## src/rtl/assert_macros.svh

```systemverilog
// Assertion macros shared by the RTL.
// Expects a clock named clk and an active-low reset named arst_n in scope.
`ifndef ASSERT_MACROS_SVH
`define ASSERT_MACROS_SVH

// Same-cycle implication, checked at every rising clock edge out of reset.
`define ASSERT_SAME(label, ante, cons, msg) \
	label: assert property (@(posedge clk) disable iff (!arst_n) (ante) |-> (cons)) \
		else $error(msg);

// Next-cycle implication, checked at every rising clock edge out of reset.
`define ASSERT_NEXT(label, ante, cons, msg) \
	label: assert property (@(posedge clk) disable iff (!arst_n) (ante) |=> (cons)) \
		else $error(msg);

`endif

```

## src/rtl/i2cms_pkg.sv

```systemverilog
// Types, codes and helpers of the I2C master transfer sequencer.
// No dependencies; used by every module of the block.
package i2cms_pkg;

	localparam int RES_MAX     = 5;
	localparam int IN_TDATA_W  = 48;
	localparam int OUT_TDATA_W = 24;

	// command codes
	localparam logic [2:0] CMD_START_WR   = 3'd0;
	localparam logic [2:0] CMD_START_RD   = 3'd1;
	localparam logic [2:0] CMD_START_SENT = 3'd2;
	localparam logic [2:0] CMD_ADDR_DONE  = 3'd3;
	localparam logic [2:0] CMD_BYTE_DONE  = 3'd4;
	localparam logic [2:0] CMD_TX_EMPTY   = 3'd5;
	localparam logic [2:0] CMD_RX_FULL    = 3'd6;
	localparam logic [2:0] CMD_ERROR      = 3'd7;

	// transfer states
	localparam logic [1:0] XS_READY = 2'd0;
	localparam logic [1:0] XS_TX    = 2'd1;
	localparam logic [1:0] XS_RX    = 2'd2;

	// notice codes; error notices start at NOTE_ERR_BASE in flag order
	localparam logic [3:0] NOTE_NONE     = 4'd0;
	localparam logic [3:0] NOTE_TX_DONE  = 4'd1;
	localparam logic [3:0] NOTE_RX_DONE  = 4'd2;
	localparam logic [3:0] NOTE_DATA_REQ = 4'd4;
	localparam logic [3:0] NOTE_DATA_RCV = 4'd5;
	localparam logic [3:0] NOTE_ERR_BASE = 4'd6;

	localparam logic [0:0] REG_ACK_ENABLE = 1'b0;

	typedef struct packed {
		logic [4:0]  error_flags;
		logic        tx_empty_too;
		logic        transmitter;
		logic        master_mode;
		logic [7:0]  data_byte;
		logic        repeated_start;
		logic [15:0] length;
		logic [6:0]  slave_address;
		logic [2:0]  command;
	} item_t;

	typedef struct packed {
		logic [1:0] prior_state;
		logic [3:0] notice;
		logic       ack_out;
		logic       generate_stop;
		logic       generate_start;
		logic       deliver_byte;
		logic       write_data_reg;
		logic [7:0] data_out;
	} res_t;

	typedef struct packed {
		logic [1:0]  xfer_state;
		logic [15:0] tx_rem;
		logic [15:0] rx_rem;
		logic [15:0] rx_total;
		logic [6:0]  tgt;
		logic        hold;
		logic        ack;
		logic        ev_on;
		logic        buf_on;
		logic        err_on;
	} state_t;

	function automatic res_t make_res(input logic [7:0] dout, input logic wr,
			input logic dlv, input logic st, input logic sp, input logic ack,
			input logic [3:0] note, input logic [1:0] prior);
		res_t r;
		r.data_out       = dout;
		r.write_data_reg = wr;
		r.deliver_byte   = dlv;
		r.generate_start = st;
		r.generate_stop  = sp;
		r.ack_out        = ack;
		r.notice         = note;
		r.prior_state    = prior;
		return r;
	endfunction

endpackage

```

## src/rtl/i2cms_step.sv

```systemverilog
// Next-state and result-batch logic for one input word of the sequencer.
// Depends on i2cms_pkg.
module i2cms_step (
	input  i2cms_pkg::state_t                       cur,
	input  i2cms_pkg::item_t                        item,
	input  logic                                    ack_enable,
	output i2cms_pkg::state_t                       nxt,
	output i2cms_pkg::res_t [i2cms_pkg::RES_MAX-1:0] res,
	output logic [2:0]                              count
);
	import i2cms_pkg::*;

	always_comb begin : step_logic
		logic [2:0]  n;
		logic        a;
		logic [15:0] rem;
		logic        bufev;
		nxt   = cur;
		n     = 3'd0;
		a     = cur.ack;
		rem   = cur.rx_rem;
		bufev = cur.ev_on & cur.buf_on;
		for (int k = 0; k < RES_MAX; k++) begin
			res[k] = make_res(8'h00, 1'b0, 1'b0, 1'b0, 1'b0, cur.ack, NOTE_NONE, XS_READY);
		end
		unique case (item.command)
			CMD_START_WR, CMD_START_RD: begin
				if (cur.xfer_state == XS_TX || cur.xfer_state == XS_RX) begin
					res[0] = make_res(8'h00, 1'b0, 1'b0, 1'b0, 1'b0, a, NOTE_NONE,
						cur.xfer_state);
					n = 3'd1;
				end else begin
					if (item.command == CMD_START_WR) begin
						nxt.tx_rem     = item.length;
						nxt.xfer_state = XS_TX;
					end else begin
						nxt.rx_rem     = item.length;
						nxt.rx_total   = item.length;
						nxt.xfer_state = XS_RX;
					end
					nxt.tgt    = item.slave_address;
					nxt.hold   = item.repeated_start;
					nxt.ev_on  = 1'b1;
					nxt.buf_on = 1'b1;
					nxt.err_on = 1'b1;
					res[0] = make_res(8'h00, 1'b0, 1'b0, 1'b1, 1'b0, a, NOTE_NONE,
						cur.xfer_state);
					n = 3'd1;
				end
			end
			CMD_START_SENT: begin
				// address byte with the R/W bit
				if (cur.ev_on && cur.xfer_state == XS_TX) begin
					res[0] = make_res({cur.tgt, 1'b0}, 1'b1, 1'b0, 1'b0, 1'b0, a,
						NOTE_NONE, XS_READY);
					n = 3'd1;
				end else if (cur.ev_on && cur.xfer_state == XS_RX) begin
					res[0] = make_res({cur.tgt, 1'b1}, 1'b1, 1'b0, 1'b0, 1'b0, a,
						NOTE_NONE, XS_READY);
					n = 3'd1;
				end
			end
			CMD_ADDR_DONE: begin
				if (cur.ev_on && item.master_mode && cur.xfer_state == XS_RX
						&& cur.rx_total == 16'd1) begin
					nxt.ack = 1'b0;
				end
			end
			CMD_BYTE_DONE: begin
				if (cur.ev_on && cur.xfer_state == XS_TX && item.tx_empty_too
						&& cur.tx_rem == 16'd0) begin
					nxt.ev_on      = 1'b0;
					nxt.buf_on     = 1'b0;
					nxt.xfer_state = XS_READY;
					nxt.tx_rem     = 16'd0;
					res[0] = make_res(8'h00, 1'b0, 1'b0, 1'b0, !cur.hold, a,
						NOTE_TX_DONE, XS_READY);
					n = 3'd1;
				end
			end
			CMD_TX_EMPTY: begin
				if (bufev) begin
					if (item.master_mode) begin
						if (cur.xfer_state == XS_TX && cur.tx_rem != 16'd0) begin
							nxt.tx_rem = cur.tx_rem - 16'd1;
							res[0] = make_res(item.data_byte, 1'b1, 1'b0, 1'b0, 1'b0, a,
								NOTE_NONE, XS_READY);
							n = 3'd1;
						end
					end else if (item.transmitter) begin
						res[0] = make_res(8'h00, 1'b0, 1'b0, 1'b0, 1'b0, a,
							NOTE_DATA_REQ, XS_READY);
						n = 3'd1;
					end
				end
			end
			CMD_RX_FULL: begin
				if (bufev) begin
					if (item.master_mode) begin
						if (cur.xfer_state == XS_RX) begin
							if (cur.rx_total != 16'd0) begin
								// drop ack ahead of the final byte
								if (cur.rx_total > 16'd1 && rem == 16'd2) begin
									a = 1'b0;
								end
								rem    = rem - 16'd1;
								res[0] = make_res(item.data_byte, 1'b0, 1'b1, 1'b0, 1'b0,
									a, NOTE_NONE, XS_READY);
								n = 3'd1;
							end
							nxt.rx_rem = rem;
							if (rem == 16'd0) begin
								nxt.ev_on      = 1'b0;
								nxt.buf_on     = 1'b0;
								nxt.xfer_state = XS_READY;
								nxt.rx_rem     = 16'd0;
								nxt.rx_total   = 16'd0;
								if (ack_enable) begin
									a = 1'b1;
								end
								res[n] = make_res(8'h00, 1'b0, 1'b0, 1'b0, !cur.hold, a,
									NOTE_RX_DONE, XS_READY);
								n = n + 3'd1;
							end
							nxt.ack = a;
						end
					end else if (!item.transmitter) begin
						res[0] = make_res(8'h00, 1'b0, 1'b0, 1'b0, 1'b0, a,
							NOTE_DATA_RCV, XS_READY);
						n = 3'd1;
					end
				end
			end
			CMD_ERROR: begin
				// one notice per set flag, lowest flag first
				if (cur.err_on) begin
					for (int k = 0; k < RES_MAX; k++) begin
						if (item.error_flags[k]) begin
							res[n] = make_res(8'h00, 1'b0, 1'b0, 1'b0, 1'b0, a,
								4'(NOTE_ERR_BASE + 4'(k)), XS_READY);
							n = n + 3'd1;
						end
					end
				end
			end
		endcase
		// no effect: one null result carrying the acknowledge bit as it now stands
		if (n == 3'd0) begin
			res[0] = make_res(8'h00, 1'b0, 1'b0, 1'b0, 1'b0, nxt.ack, NOTE_NONE, XS_READY);
			n = 3'd1;
		end
		count = n;
	end

endmodule

```

## src/rtl/i2cms_outq.sv

```systemverilog
// Result bank of the sequencer: holds one word's batch and streams it out.
// Depends on i2cms_pkg.
module i2cms_outq (
	input  logic                                    clk,
	input  logic                                    arst_n,
	input  logic                                    load,
	input  i2cms_pkg::res_t [i2cms_pkg::RES_MAX-1:0] bank,
	input  logic [2:0]                              count,
	output logic                                    free,
	output logic                                    tvalid,
	input  logic                                    tready,
	output logic [i2cms_pkg::OUT_TDATA_W-1:0]       tdata,
	output logic                                    tlast
);
	import i2cms_pkg::*;

	res_t [RES_MAX-1:0] bank_q;
	logic [2:0]         cnt_q;
	logic [2:0]         idx_q;
	logic               valid_q;
	logic               at_last;
	res_t               head;

	assign at_last = (idx_q == cnt_q - 3'd1);
	assign free    = !valid_q || (tready && at_last);
	assign head    = bank_q[idx_q];
	assign tvalid  = valid_q;
	assign tlast   = at_last;
	assign tdata   = {5'd0, head.prior_state, head.notice, head.ack_out, head.generate_stop,
		head.generate_start, head.deliver_byte, head.write_data_reg, head.data_out};

	always_ff @(posedge clk or negedge arst_n) begin
		if (!arst_n) begin
			valid_q <= 1'b0;
			cnt_q   <= 3'd1;
			idx_q   <= 3'd0;
		end else if (load) begin
			valid_q <= 1'b1;
			cnt_q   <= count;
			idx_q   <= 3'd0;
		end else if (valid_q && tready) begin
			if (at_last) begin
				valid_q <= 1'b0;
			end else begin
				idx_q <= idx_q + 3'd1;
			end
		end
	end

	always_ff @(posedge clk) begin
		if (load) begin
			bank_q <= bank;
		end
	end

endmodule

```

## src/rtl/i2c_master_transfer_sequencer_unit.sv

```systemverilog
// Top level of the I2C master transfer sequencer: input register, transfer
// state, APB register and result stream. Depends on i2cms_pkg, i2cms_step,
// i2cms_outq and assert_macros.svh.
//
// Usage:
//   s_axis carries one command word per beat (start write/read or a bus event
//   from the byte-level controller). m_axis returns the actions and notices
//   that the word causes: one to five words, tlast on the final one.
//   The APB port holds ack_enable at address 0; write it only while idle.
// Timing:
//   An accepted word is registered, then decoded against the transfer state
//   in a single pass and loaded into the result bank once the bank is free;
//   the bank then presents its first result. While m_axis_tready is high, a
//   word giving one result is taken every cycle; a word giving n results
//   holds the output for n words, since the result bank streams one word per
//   cycle and takes the next batch as its last word leaves.
// Reset:
//   arst_n clears the transfer state to ready, all counters to zero, ack on,
//   interrupts off, ack_enable to 1, and empties both stages.
// Stalls:
//   With m_axis_tready low the bank holds its batch; one more input word waits
//   in the input register, then s_axis_tready drops until the bank drains.
module i2c_master_transfer_sequencer_unit (
	input  logic                                clk,
	input  logic                                arst_n,
	// command, slave_address, length, repeated_start, data_byte, master_mode,
	// transmitter, tx_empty_too, error_flags; zero pad to 48 bits
	input  logic [i2cms_pkg::IN_TDATA_W-1:0]    s_axis_tdata,
	input  logic                                s_axis_tvalid,
	output logic                                s_axis_tready,
	// data_out, write_data_reg, deliver_byte, generate_start, generate_stop,
	// ack_out, notice, prior_state; zero pad to 24 bits
	output logic [i2cms_pkg::OUT_TDATA_W-1:0]   m_axis_tdata,
	output logic                                m_axis_tvalid,
	input  logic                                m_axis_tready,
	output logic                                m_axis_tlast,
	input  logic                                psel,
	input  logic                                penable,
	input  logic                                pwrite,
	input  logic [2:0]                          paddr,
	input  logic [31:0]                         pwdata,
	output logic [31:0]                         prdata,
	output logic                                pready
);
	import i2cms_pkg::*;

	`include "assert_macros.svh"

	item_t              item_s1;
	logic               valid_s1;
	state_t             state_q;
	state_t             state_nxt;
	logic               ack_enable_q;
	res_t [RES_MAX-1:0] bank;
	logic [2:0]         count;
	logic               bank_free;
	logic               process;
	logic               reg_sel;

	// decode the word in s1 once the bank can take its batch
	assign process       = valid_s1 && bank_free;
	assign s_axis_tready = !valid_s1 || process;

	// register file: a single register, word-decoded
	assign pready  = 1'b1;
	assign reg_sel = (paddr[2] == REG_ACK_ENABLE);
	assign prdata  = reg_sel ? {31'd0, ack_enable_q} : 32'd0;

	always_ff @(posedge clk or negedge arst_n) begin
		if (!arst_n) begin
			ack_enable_q <= 1'b1;
		end else if (psel && penable && pwrite && pready && reg_sel) begin
			ack_enable_q <= pwdata[0];
		end
	end

	// input register
	always_ff @(posedge clk or negedge arst_n) begin
		if (!arst_n) begin
			valid_s1 <= 1'b0;
		end else if (s_axis_tvalid && s_axis_tready) begin
			valid_s1 <= 1'b1;
		end else if (process) begin
			valid_s1 <= 1'b0;
		end
	end

	always_ff @(posedge clk) begin
		if (s_axis_tvalid && s_axis_tready) begin
			item_s1 <= item_t'(s_axis_tdata[$bits(item_t)-1:0]);
		end
	end

	// transfer state advances as each word is decoded
	always_ff @(posedge clk or negedge arst_n) begin
		if (!arst_n) begin
			state_q <= '{xfer_state: XS_READY, ack: 1'b1, default: '0};
		end else if (process) begin
			state_q <= state_nxt;
		end
	end

	i2cms_step u_step (
		.cur        (state_q),
		.item       (item_s1),
		.ack_enable (ack_enable_q),
		.nxt        (state_nxt),
		.res        (bank),
		.count      (count)
	);

	i2cms_outq u_outq (
		.clk    (clk),
		.arst_n (arst_n),
		.load   (process),
		.bank   (bank),
		.count  (count),
		.free   (bank_free),
		.tvalid (m_axis_tvalid),
		.tready (m_axis_tready),
		.tdata  (m_axis_tdata),
		.tlast  (m_axis_tlast)
	);

	// a busy transfer always has its event interrupts on
	`ASSERT_SAME(a_busy_irq, state_q.xfer_state != XS_READY, state_q.ev_on && state_q.buf_on, "busy transfer with event interrupts off")
	// event interrupts are never on without error interrupts
	`ASSERT_SAME(a_err_irq, state_q.ev_on, state_q.err_on, "event interrupts on, error interrupts off")
	// a word waiting for the bank stays put
	`ASSERT_NEXT(a_s1_hold, valid_s1 && !process, valid_s1 && $stable(item_s1), "input register lost a pending word")

endmodule
```

## config.mk

```make
export PLATFORM = sky130hd
export DESIGN_NAME = i2c_master_transfer_sequencer_unit
export DESIGN_NICKNAME = d
export VERILOG_FILES = /design/src/rtl/i2cms_pkg.sv /design/src/rtl/i2cms_step.sv /design/src/rtl/i2cms_outq.sv /design/src/rtl/i2c_master_transfer_sequencer_unit.sv
export VERILOG_INCLUDE_DIRS = /design/src /design/src/rtl
export SDC_FILE = /design/constraint.sdc
export NUM_CORES = 1
export LEC_CHECK = 0
export ABC_AREA = 1
export BUFFER_PORTS_ARGS = -buffer_cell sky130_fd_sc_hd__buf_2
export CAP_MARGIN = 40
export CORE_MARGIN = 2
export CORE_UTILIZATION = 50
export CTS_CLUSTER_SIZE = 28
export DETAILED_ROUTE_END_ITERATION = 12
export PLACE_DENSITY = 0.81
export SYNTH_ARGS = -nofsm -noshare
export SYNTH_HDL_FRONTEND = slang
export SYNTH_SLANG_ARGS = --single-unit
```

## constraint.sdc

```tcl
create_clock -name clk -period 7 [get_ports clk]
set_input_delay 1.4 -clock clk [delete_from_list [all_inputs] [get_ports clk]]
set_output_delay 1.4 -clock clk [all_outputs]
set_load 0.05 [all_outputs]
```

Word level (Yosys, flattened, before mapping)
Index checks and enable logic that the tools add are counted.
{ "word_totals": {"in_bits": 90, "n_memories": 0, "regBits": 209, "latch_bits": 0, "rom_bits": 0, "out_inout_bits": 60, "ramBits": 0} }
{ "op_classes": {"magnitude_cmp": 12, "n_reduce_logical": 47, "multipliers": 0, "n_shift": 0, "div_mod_pow": 0, "eq_ne": 24, "add_sub_neg": 9, "muxes": 136, "bitwise_logic": 3} }
{ "ops": {"columns": ["op", "count"], "rows": [
  ["two-way mux 95 bit", 14],
  ["bitwise mux 95 bit", 5],
  ["demux 19 bit (select 3 bit)", 5],
  ["two-way mux 19 bit", 13],
  ["two-way mux 16 bit", 14],
  ["two-way mux 32 bit", 5],
  ["one-hot mux 76 bit (2 select lines)", 1],
  ["one-hot mux 19 bit (6 select lines)", 1],
  ["two-way mux 3 bit", 32],
  ["two-way mux 76 bit", 1],
  ["one-hot mux 32 bit (2 select lines)", 1],
  ["two-way mux 58 bit", 1],
  ["binary-select mux 19 bit (select 3 bit)", 1],
  ["one-hot mux 16 bit (3 select lines)", 1],
  ["logical NOT 16 bit", 2],
  ["nonzero test 16 bit", 2],
  ["subtractor 16 x 1 -> 16 bit (second input constant)", 2],
  ["two-way mux 9 bit", 3],
  ["two-way mux 13 bit", 2],
  ["< comparator 3 x 4 -> 1 bit (second input constant)", 6],
  ["AND reduction 8 bit", 3],
  ["two-way mux 1 bit", 23],
  ["logical AND 1 bit", 21],
  ["adder 3 x 1 -> 3 bit (second input constant)", 6],
  ["31 further kinds", 66]
]} }

Depth between registers and ports, before layout
{ "logic_depth": {"word_depth": 24, "depth_mapped": 25} }

Hierarchy
Synthesis repeated with hierarchy kept, for this count alone.
{ "unflattened": {"cells_unflattened": 1549, "hier_area_um2": 12403.1} }
{ "by_module_without_submodules": {"columns": ["module", "area_each_um2", "cells_each", "instances", "seq_area_each_um2"], "rows": [
  ["i2cms_step", 4265.3, 849, 1, 0.0],
  ["i2cms_outq", 4127.7, 344, 1, 3029.2],
  ["i2c_master_transfer_sequencer_unit", 4010.1, 356, 1, 2895.3]
]} }

Worst setup path after synthesis
OpenSTA, ideal clock, no wires.
{ "synth_timing": {"kind": "reg-to-reg", "from": "register u_outq.cnt_q[0]", "to": "register item_s1[0] (netlist bit), enable pin", "arrival_time_ps": 3981, "n_path_buf": 0, "setup_slack_ps": 2621, "setup_ps": 397, "path_stages_with_launch": 10, "period_less_slack_ps": 4379, "cell_sequence": "dfstp_2 > inv_1 > ha_1 > xnor2_1 > xor2_1 > and2_1 > nor2_2 > o21ai_0 > nand2_1 > inv_1"} }
{ "synth_between": {"elab_chain_cells": 7} }
{ "synth_rtl": {"columns": ["element", "line", "text"], "rows": [
  ["start: declaration", "i2cms_outq.sv:18", "logic [2:0] cnt_q;"],
  ["start signal: assignment", "i2cms_outq.sv:39", "cnt_q <= count;"],
  ["subtractor 3 x 1 -> 3 bit", "i2cms_outq.sv:24", "assign at_last = (idx_q == cnt_q - 3'd1);"],
  ["== test 3 bit", "i2cms_outq.sv:24", null],
  ["net m_axis_tlast", "i2c_master_transfer_sequencer_unit.sv:36", "output logic m_axis_tlast,"],
  ["logical AND 1 bit", "i2cms_outq.sv:25", "assign free = !valid_q || (tready && at_last);"],
  ["logical OR 1 bit", "i2cms_outq.sv:25", null],
  ["logical AND 1 bit", "i2c_master_transfer_sequencer_unit.sv:61", "assign process = valid_s1 && bank_free;"],
  ["logical OR 1 bit", "i2c_master_transfer_sequencer_unit.sv:62", "assign s_axis_tready = !valid_s1 || process;"],
  ["net s_axis_tready", "i2c_master_transfer_sequencer_unit.sv:30", "output logic s_axis_tready,"],
  ["logical AND 1 bit", "i2c_master_transfer_sequencer_unit.sv:89", "if (s_axis_tvalid && s_axis_tready) begin"],
  ["end signal: assignment", "i2c_master_transfer_sequencer_unit.sv:90", "item_s1 <= item_t'(s_axis_tdata[$bits(item_t)-1:0]);"],
  ["end: declaration", "i2c_master_transfer_sequencer_unit.sv:49", "item_t item_s1;"]
]} }
The timed path passes the listed nets, and every way through them passes these cells.
A chain may end at the register's enable or synchronous reset.

Worst setup path after layout
{ "layout_timing": {"from": "register u_outq.idx_q[0]", "to": "output s_axis_tready"} }
{ "layout_between": {"elab_chain_cells": 5} }
{ "layout_rtl": {"columns": ["element", "line", "text"], "rows": [
  ["start: declaration", "i2cms_outq.sv:19", "logic [2:0] idx_q;"],
  ["start signal: assignment", "i2cms_outq.sv:45", "idx_q <= idx_q + 3'd1;"],
  ["== test 3 bit", "i2cms_outq.sv:24", null],
  ["logical AND 1 bit", "i2cms_outq.sv:25", null],
  ["logical OR 1 bit", "i2cms_outq.sv:25", null],
  ["logical AND 1 bit", "i2c_master_transfer_sequencer_unit.sv:61", null],
  ["logical OR 1 bit", "i2c_master_transfer_sequencer_unit.sv:62", null],
  ["end: declaration", "i2c_master_transfer_sequencer_unit.sv:30", null]
]} }
Every way passes these cells.

==> out/metrics.cfg <==
[run_status]
outcome = finished clean

[synth]
synth_cell_types = 53
synthArstFlopShare = 0.473
synth_seq_area_share = 0.490
ys_top_cells_by_area = edfxtp_1, dfrtp_1, nand2_1
synthFlopType = edfxtp_1
yosysWarnings = 0
synth.most_common_cell = nand2_1
synth_cells = 984
synth-seq-cells = 148
synth_commonest_cells = nand2_1, nor2_1, inv_1, edfxtp_1, dfrtp_1
synth-edff-count = 78
synth_top_area_cell = edfxtp_1
syn_avg_cell_area_sq_um = 8.51
synth_top_cell_area_share = 0.280
syn-cell-area_sq_mm = 0.00837

[worst_setup_path]
cp_num_buf_inv = 2
required_ns = 5.60
crit_type = reg -> out
reg2reg_from = state_q[28]
start_kind = flop
path_delay_family = buffers and inverters
cp_data_arrival_time_ns = 2.53
reg2reg_depth = 21
cp_max_fo = 22
worst_path_max_delay_cell = dfrtp_1
endpoint_kind = output pin
rrSetupSlack_ns = 3.22
path_cells = inv_2, nand2_1, a21oi_1, and2_1, nor2_2, o21ai_0, buf_2
cpPeakStageDelay_ns = 0.58
rr_endpoint = u_outq.bank_q[11]

[sta]
setup_slack_ns = 3.07
setup_viol = 0
fin_worst_skew_ns = 0.0102
tightest_slew_ns = 0.826
tns_ns = 0
final_hold_viol_count = 0
slew_headroom = 0.449
fin_crit_ns = 3.93
report.final.slew_viol_count = 0
rsz0062_at_grt = false
timing.final.crit_share = 0.562
clock.fmax_ghz = 0.254

[placement]
hpwl_microns = 12700
dp_cells = 1258
port-buffer-count = 74
gp_congestion = 0.933
preCtsSetupSlack_ns = 3.28

[global_route]
grt_usage = 0.212
grt_max_degree = 52
grt_overflow = 0
antenna_found_initial = 0
grt_pass1_wl_microns = 30200
grt_pass1_vias = 6340

[route]
vias_per_cell = 5.25
ant_nets = 0
via_count = 6774
finalWirelength_microns = 17900
drc_errors = 0
wl_per_cell_microns = 13.9
drtIter0Drc = 534
drt-pass1-iter-count = 6

[cts]
cts_root_buf = clkbuf_16
postCtsSetupBuffers = 0
clock_sinks = 148
ctsResizeCount = 0
clkLatencyLatePin_ns = 0.44
cts_max_level = 4
numCtsBuffers = 17
cts_tree = built
postCtsHoldBufs = 0
cts_buffer_depth = 2
clk_pin_slew_ns = 0.06

[pwr]
powerDensity_mw_per_mm2 = 450
vdd_drop_max_mv = 0.197
p_leak_nw = 4.41
finalPower_mw = 4.20

[flow_run]
drv_cap = 0

[floorplan]
die_w_microns = 133
die_area_sq_mm = 0.0178
rows = 47
start_util = 0.508
ios = 150
fp.dieH_microns = 133
core-area_sq_mm = 0.0165

[layout]
drive_gt1_frac = 0.147
fill_cells = 1445
area_growth_pct = 11.5
antenna_cells = 0
nNetsFinal = 1165
instances_no_fill = 1290

[hold_path]
whs_path_depth = 2
hold_end = state_q[21]
hp-class = reg -> reg
min_from = state_q[21]

## flip-flops by register name, indices dropped and copies added, names as in the netlist
| register | count |
|---|---|
| valid_s1 | 1 |
| ack_enable_q | 1 |
| u_outq.idx_q | 3 |
| u_outq.tvalid | 1 |
| u_outq.cnt_q | 3 |
| u_outq.bank_q | 35 |
| item_s1 | 43 |
| state_q | 61 |
## cells in the final DEF, fill, tap and decap left out, drive strengths merged, types with 17 or more instances in the layout
master and n:
buf 80, dfrtp 67, ha 17, nand3 63, clkbuf 19, edfxtp 78, o21ai 59, inv 115
a21oi 26, nand2 261, conb 37, nor2 128
## per-layer routing
layer / global-route usage / routed length, microns / vias to the layer above
li1: - / - / 3322
met1: 0.277 / 7840 / 3145
met2: 0.338 / 8460 / 265
met3: 0.0518 / 1190 / 42
met4: 0.0904 / 443 / 0
met5: 0 / 0 / -
## per-stage QoR
| step | hold WS [ns] | util | instance area [sq um] |
|---|---|---|---|
| detailed placement | 0.460 | 0.533 | 8780 |
| CTS | 0.475 | 0.567 | 9340 |
| global placement | 0.454 | 0.531 | 8740 |
| floorplan | 0.443 | - | 8500 |
| finish | 0.470 | 0.567 | 9340 |
| global route | 0.497 | 0.567 | 9340 |
## kinds of logic after synthesis
group | after synthesis | synth area share
flops | 148 | 0.490
buf+inv | 172 | 0.101
compound gates | 125 | 0.0866
fa+ha+maj | 18 | 0.0278
mux | 8 | 0.0108
other cells | 2 | 0.000897
simple gates | 497 | 0.268
xor+xnor | 14 | 0.0147
## worst max path at each step
| stage | start | to | depth (start not counted) |
|---|---|---|---|
| CTS | u_outq.idx_q[0] | s_axis_tready | 7 |
| global placement | state_q[26] | u_outq.bank_q[12] | 22 |
| finish | u_outq.idx_q[0] | s_axis_tready | 7 |
| detailed placement | state_q[25] | u_outq.bank_q[11] | 22 |
| floorplan | u_outq.cnt_q[0] | item_s1[0] | 9 |
| global route | state_q[28] | u_outq.bank_q[11] | 21 |
## area by class of cell
class	instances	area, sq um	share of cell area
Sequential cell	148	4100	0.439
Multi-Input combinational cell	699	3550	0.381
Inverter	111	417	0.0446
Timing Repair Buffer	80	435	0.0466
Tap cell	220	275	0.0295
Clock buffer	19	443	0.0474
Clock inverter	13	113	0.0121
## worst reg2reg max path, stage by stage, from the launching register on
cell,delay (ns)
dfrtp_1,0.38
inv_1,0.19
ha_1,0.26
nand2_1,0.16
nor2_1,0.27
nand3_1,0.12
nand2_1,0.13
nand2_1,0.09
nor2_2,0.18
nand3_4,0.14
inv_2,0.11
ha_1,0.22
nand2_1,0.06
nand2_1,0.05
nand4_1,0.09
nand4_1,0.08
nor2_1,0.11
nand3_1,0.11
nor2_1,0.35
buf_4,0.28
or2_2,0.13
a21oi_1,0.03
## report_power, final
group	internal (mW)	switching, mW
logic	0.532	1.34
clock network	0.473	0.386
registers	1.26	0.207
total	2.27	1.94
No activity file was read; power rests on OpenSTA's default activity.
